<file path="config.mk">
export PLATFORM = sky130hd
export DESIGN_NAME = nfdw_merge
export DESIGN_NICKNAME = d
export VERILOG_FILES = /design/src/hdl/nfdw_pkg.sv /design/src/hdl/nfdw_merge.sv
export SDC_FILE = /design/constraint.sdc
export NUM_CORES = 1
export LEC_CHECK = 0
export BUFFER_PORTS_ARGS = -buffer_cell sky130_fd_sc_hd__clkbuf_2
export CAP_MARGIN = 10
export CORE_AREA = 2 2 191 193
export CTS_BUF_LIST = sky130_fd_sc_hd__clkbuf_4
export CTS_CLUSTER_DIAMETER = 60
export DETAILED_ROUTE_END_ITERATION = 10
export DIE_AREA = 0 0 193 195
export PLACE_DENSITY = 0.53
export SYNTH_ARGS = -nofsm -noshare
export SYNTH_HDL_FRONTEND = slang
export SYNTH_SLANG_ARGS = --single-unit
</file>
<file path="constraint.sdc">
create_clock -name clk_i -period 3.3 [get_ports clk_i]
set_input_delay 0.495 -clock clk_i [delete_from_list [all_inputs] [get_ports clk_i]]
set_output_delay 0.495 -clock clk_i [all_outputs]
set_load 0.02 [all_outputs]
</file>
<file path="src/hdl/nfdw_pkg.sv">
// types and constants shared by the first-derivative weight block
// no dependencies
package nfdw_pkg;

  localparam int NPTS     = 5;    // stencil points
  localparam int NOTH     = 4;    // other points seen by one lane
  localparam int POS_W    = 32;   // signed Q12.20 position
  localparam int WT_W     = 48;   // signed Q24.24 weight
  localparam int NUM_W    = 96;   // numerator magnitude
  localparam int DEN_W    = 128;  // denominator magnitude
  localparam int QB       = 48;   // quotient bits per lane
  localparam int PRE_LAT  = 6;    // lane product stages
  localparam int DIV_LAT  = QB + 2;
  localparam int LANE_LAT = PRE_LAT + DIV_LAT;

  localparam logic [2:0] MAX_ORDER = 3'd4;

  typedef enum logic [1:0] {
    ST_OK         = 2'd0,
    ST_BAD_ORDER  = 2'd1,
    ST_COINCIDENT = 2'd2,
    ST_SATURATED  = 2'd3
  } status_e;

  typedef struct packed {
    logic [2:0]              order;
    logic signed [POS_W-1:0] pos_a;
    logic signed [POS_W-1:0] pos_b;
    logic signed [POS_W-1:0] pos_c;
    logic signed [POS_W-1:0] pos_d;
    logic signed [POS_W-1:0] pos_e;
  } in_t;

  typedef struct packed {
    logic signed [WT_W-1:0] weight_a;
    logic signed [WT_W-1:0] weight_b;
    logic signed [WT_W-1:0] weight_c;
    logic signed [WT_W-1:0] weight_d;
    logic signed [WT_W-1:0] weight_e;
    logic [2:0]             weight_count;
    status_e                status;
  } out_t;

  // item flags that travel beside the lanes
  typedef struct packed {
    logic       bad;
    logic       coinc;
    logic [2:0] cnt;
  } meta_t;

  typedef struct packed {
    logic signed [WT_W-1:0] weight;
    logic                   sat;
  } lane_res_t;

endpackage

</file>
<file path="src/hdl/nfdw_merge.sv">
// merge stage: gathers the lane weights and flags into the output register
// depends on nfdw_pkg
module nfdw_merge
  import nfdw_pkg::*;
(
  input  logic      clk_i,
  input  logic      ld_i,
  input  meta_t     meta_i,
  input  lane_res_t res_i [NPTS],
  output out_t      out_o
);

  logic signed [WT_W-1:0] w [NPTS];
  logic                   ok;
  logic                   sat;
  out_t                   out_d;
  out_t                   out_q;

  always_comb begin
    ok  = ~meta_i.bad & ~meta_i.coinc;
    sat = 1'b0;
    for (int i = 0; i < NPTS; i++) begin
      if (ok && meta_i.cnt > 3'd1 && 3'(i) < meta_i.cnt) begin
        w[i] = res_i[i].weight;
        sat  = sat | res_i[i].sat;
      end else begin
        w[i] = '0;
      end
    end
    out_d.weight_a     = w[0];
    out_d.weight_b     = w[1];
    out_d.weight_c     = w[2];
    out_d.weight_d     = w[3];
    out_d.weight_e     = w[4];
    out_d.weight_count = ok ? meta_i.cnt : 3'd0;
    if (meta_i.bad) begin
      out_d.status = ST_BAD_ORDER;
    end else if (meta_i.coinc) begin
      out_d.status = ST_COINCIDENT;
    end else if (sat) begin
      out_d.status = ST_SATURATED;
    end else begin
      out_d.status = ST_OK;
    end
  end

  always_ff @(posedge clk_i) begin
    if (ld_i) begin
      out_q <= out_d;
    end
  end

  assign out_o = out_q;

endmodule
</file>
# Word-level counts from Yosys, hierarchy flattened
# Cells that the tools add are included.
[classes]
add_sub_neg = 0
mul = 0
div_mod_pow = 0
order_cmp = 6
n_eq_ne = 0
shifts = 0
mux = 7
n_bitwise = 7
reduce_logical = 6
[op_table]
columns = ["op", "n"]
rows = [
  ["$logic_and A1 B1 Y1", 6],
  ["$lt A1 B3 Y1 const A", 2],
  ["$lt A2 B3 Y1 const A", 2],
  ["$mux W1", 5],
  ["$mux W2", 2],
  ["$or A1 B1 Y1", 4],
  ["$gt A3 B1 Y1 const B", 1],
  ["$lt A3 B3 Y1 const A", 1],
  ["$not A1 Y1", 2],
  ["$and A1 B1 Y1", 1],
]
[word_totals]
reg_bits = 245
latch_bits = 0
mem_bits_rw = 0
mem_bits_ro = 0
inputBits = 252
out_inout_bits = 245
elab_cells = 33
mem_count = 0

# Depth between registers and ports, before layout
[logic_depth]
depth_word = 15
mapped_depth = 5
ltp_nobuf = 3

# Worst setup path after synthesis
# No wires, ideal clock.
[synth_timing]
path_kind = "input to register"
startpoint = "input port meta_i[3] (netlist name)"
endpoint = "register out_q (netlist bit out_o[32]) (data pin)"
setup_time_ns = 0.131
t_arrival_ns = 1.297
required_time_ns = 3.169
slack_ns = 1.872
path_stages = 5
n_path_buf = 2
cell_sequence = "nor3b_4 > o21a_2 > buf_6 > buf_6 > and2_1"
[synth_via]
elab_chain_cells = 4
[synth_rtl]
columns = ["element", "line_no", "rtl"]
rows = [
  ["start, declared", "nfdw_merge.sv:8", "input meta_t meta_i,"],
  ["$not A1 Y1", "nfdw_merge.sv:20", "ok = ~meta_i.bad & ~meta_i.coinc;"],
  ["$and A1 B1 Y1", "nfdw_merge.sv:20", ""],
  ["$logic_and A1 B1 Y1 (2 in a row)", "nfdw_merge.sv:23", "if (ok && meta_i.cnt > 3'd1 && 3'(i) < meta_i.cnt) begin"],
  ["end signal, assigned", "nfdw_merge.sv:49", "out_q <= out_d;"],
  ["end, declared", "nfdw_merge.sv:17", "out_t out_q;"],
]
# Every way passes these cells.
# A chain may end at the register's enable or synchronous reset.

# Worst setup path after layout
[layout_timing]
startpoint = "register out_q (netlist bit out_o[59])"
endpoint = "output port out_o[59] (netlist name)"
[layout_lines]
columns = ["element", "line_no", "rtl"]
rows = [
  ["end, declared", "nfdw_merge.sv:10", "output out_t out_o"],
]
# No word-level cell between the ends.

==> flow_metrics.py <==
metrics = {
    "status": {
        "status": "finished clean",
    },
    "final_layout": {
        "drive_above_1_share_pct": 47.2,
        "fill_cells": 3328,
        "fin_nets": 1516,
        "largest_reg_flops": 245,
        "syn_to_final_growth_pct": 64.8,
        "stdcell_count": 1777,
    },
    "setup_path": {
        "path_buf_inv": 1,
        "critPathArrivalTime_ns": 1.35,
        "worstSetupPathType": "flip-flop to primary output",
        "setup.worst_path.end_class": "primary output",
        "worst_ep_required_time_ns": 2.80,
        "path_cells": "clkbuf_2",
        "max_stage_delay_ns": 0.44,
        "startpoint_type": "flip-flop",
        "cp_max_fo": 1,
        "slowest_stage": "edfxtp_1",
        "critPathTopFamily": "flip-flops",
    },
    "clock_tree": {
        "cts_tree": "built",
        "cts_max_level": 3,
        "cts.sinks": 245,
        "cts_resized": 0,
        "cts_inserted_buffers": 70,
        "clk_pin_slew_ns": 0.07,
        "root_buffer": "clkbuf_4",
        "clockBufferDepth": 3,
    },
    "synthesis": {
        "syn_area_per_cell_um2": 17.2,
        "synth.area.top_cells": "edfxtp_1 81%, and2_1 13%, and3_1 3.3%, clkbuf_1 0.78%, buf_6 0.37%",
        "ys_top_cells_by_count": "245 x edfxtp_1, 194 x and2_1, 48 x and3_1, 19 x clkbuf_1, 6 x clkbuf_2",
        "synthFlopType": "edfxtp_1",
        "yosys_register_bits": 245,
        "ys_seq_area_share_pct": 80.7,
        "synth_edf_count": 245,
        "yosysTopAreaCellShare_pct": 80.7,
        "synth_nets": 781,
        "synth_top_area_cell": "edfxtp_1",
        "synth.distinct_cells": 17,
        "synthesis.area_mm2": 0.00912,
        "async_reset_ff_share_pct": 0,
        "netlist_instances": 529,
        "post-synth-top-count-cell": "edfxtp_1",
        "ys_warn_count": 0,
    },
    "grt": {
        "grt_pass1_vias": 7810,
        "top_usage_layer": "met2",
        "use_met3_pct": 6.16,
        "grt_pass1_wl_mm": 42.4,
        "grt_antenna_before_repair": 2,
        "globalRouteOverflowTotal": 0,
        "grt.met1_usage_pct": 15.8,
        "use_met2_pct": 26.0,
        "grt_max_degree": 97,
        "grt_usage_pct": 15.0,
    },
    "route": {
        "avgRoutedWirePerCell_um": 16.3,
        "viasPerCell": 4.06,
        "finalWirelength_mm": 28.9,
        "drcViolationCount": 0,
        "drt_iter0_drc": 197,
        "firstDrtPassIters": 4,
        "route.vias.total": 7212,
        "ant_nets": 0,
    },
    "hold_path": {
        "min_path_type": "primary input to flip-flop",
    },
    "sta": {
        "worst_pin_slew_ns": 0.870,
        "period_share_pct": 55.8,
        "hold_violations": 0,
        "max_freq_mhz": 543,
        "relSlewSlack_pct": 42.0,
        "fin_crit_ns": 1.84,
        "fin_tns_setup_ns": 0,
        "setup_violations": 0,
        "finalMaxSlewViolations": 0,
        "rsz0062_at_grt": "no",
    },
    "die": {
        "core_region_area_mm2": 0.0354,
        "die-area_mm2": 0.0376,
        "pin_count": 497,
        "die_x_um": 193,
        "initial_utilization_pct": 25.8,
        "die_height_um": 195,
        "placementRows": 69,
    },
    "power": {
        "power_mw": 7.79,
        "p_leak_nw": 6.69,
        "power_density_mw_per_mm2": 518,
        "ir_worst_vdd_mv": 0.245,
    },
    "placement": {
        "routabilityCongestion": 0.824,
        "dpl.cell_count": 1466,
        "place_hpwl_mm": 19.7,
        "io_buffers": 496,
    },
    "flow_run": {
        "maxCapViolCount": 0,
    },
}
==> placed cells by master, fill, tap and decap left out, drive strengths merged <==
| cell | n |
|---|---|
| a21o | 1 |
| diode | 5 |
| nor2 | 1 |
| clkbuf | 596 |
| o221ai | 1 |
| a21oi | 2 |
| edfxtp | 245 |
| a32oi | 1 |
| and2 | 194 |
| a31oi | 1 |
| clkinv | 11 |
| nand3 | 1 |
| o21a | 3 |
| inv | 2 |
| and3 | 48 |
| nor3b | 1 |
| bufinv | 5 |
| dlygate4sd3 | 186 |
| buf | 12 |
==> path summary, 6_finish.rpt <==
check                            endpoint  depth (start not counted)                     from  slack (ns)
setup / recovery                out_o[59]                          1  out_o[59]$_SDFFCE_PN0P_        1.46
hold / removal    out_o[11]$_SDFFCE_PN0P_                          2                 res_i[7]        0.08
==> layer usage <==
| metal | part of all wire, % | wire length [um] |
|---|---|---|
| met1 | 37 | 10800 |
| met5 | 0 | 0 |
| met4 | 2.6 | 748 |
| met3 | 10 | 2980 |
| met2 | 50 | 14400 |
==> through the flow <==
step                      setup WS [ns]  utilization (%)  hold WS, ns  instance area (um2)
after floorplan                    1.87                -        0.607                 9120
after global placement             1.00             34.4        0.770                12200
after detailed placement           1.05             34.4        0.773                12200
after CTS                          1.35             42.3     0.000153                15000
after global routing               1.32             42.4      -0.0264                15000
final                              1.46             42.4       0.0842                15000
==> layout make-up <==
class,count,area [um2],area share (%)
Timing Repair Buffer,693,4510,30.0
Clock inverter,18,199,1.32
Tap cell,461,577,3.84
Multi-Input combinational cell,254,1620,10.8
Clock buffer,101,758,5.05
Antenna cell,5,12.5,0.0833
Sequential cell,245,7360,49.0
==> timing repair <==
| item | 4_1_cts | 5_1_grt |
|---|---|---|
| hold buffers | 184 | 2 |
| setup buffers | 0 | 0 |
| endpoints found under the setup margin | 0 | 0 |
| hold endpoints to repair | 184 | 2 |
==> report_power, final <==
group          internal (mW)  leakage (nW)  switching (mW)
clock                   1.79         0.561            1.27
sequential              3.65          2.34          0.0605
combinational          0.444          3.79           0.582
==> cell families (layout without fill, tap and decap cells) <==
| kind of cell | count (synthesis) | in the layout | share of synthesized area [%] |
|---|---|---|---|
| DFF | 245 | 245 | 80.7 |
| and+or+nand+nor | 245 | 245 | 17.0 |
| buffers and inverters | 30 | 812 | 1.59 |
| AOI/OAI and AO/OA | 9 | 9 | 0.728 |
| other | 0 | 5 | 0 |
Note: power is estimated with default switching activity, not from simulation.
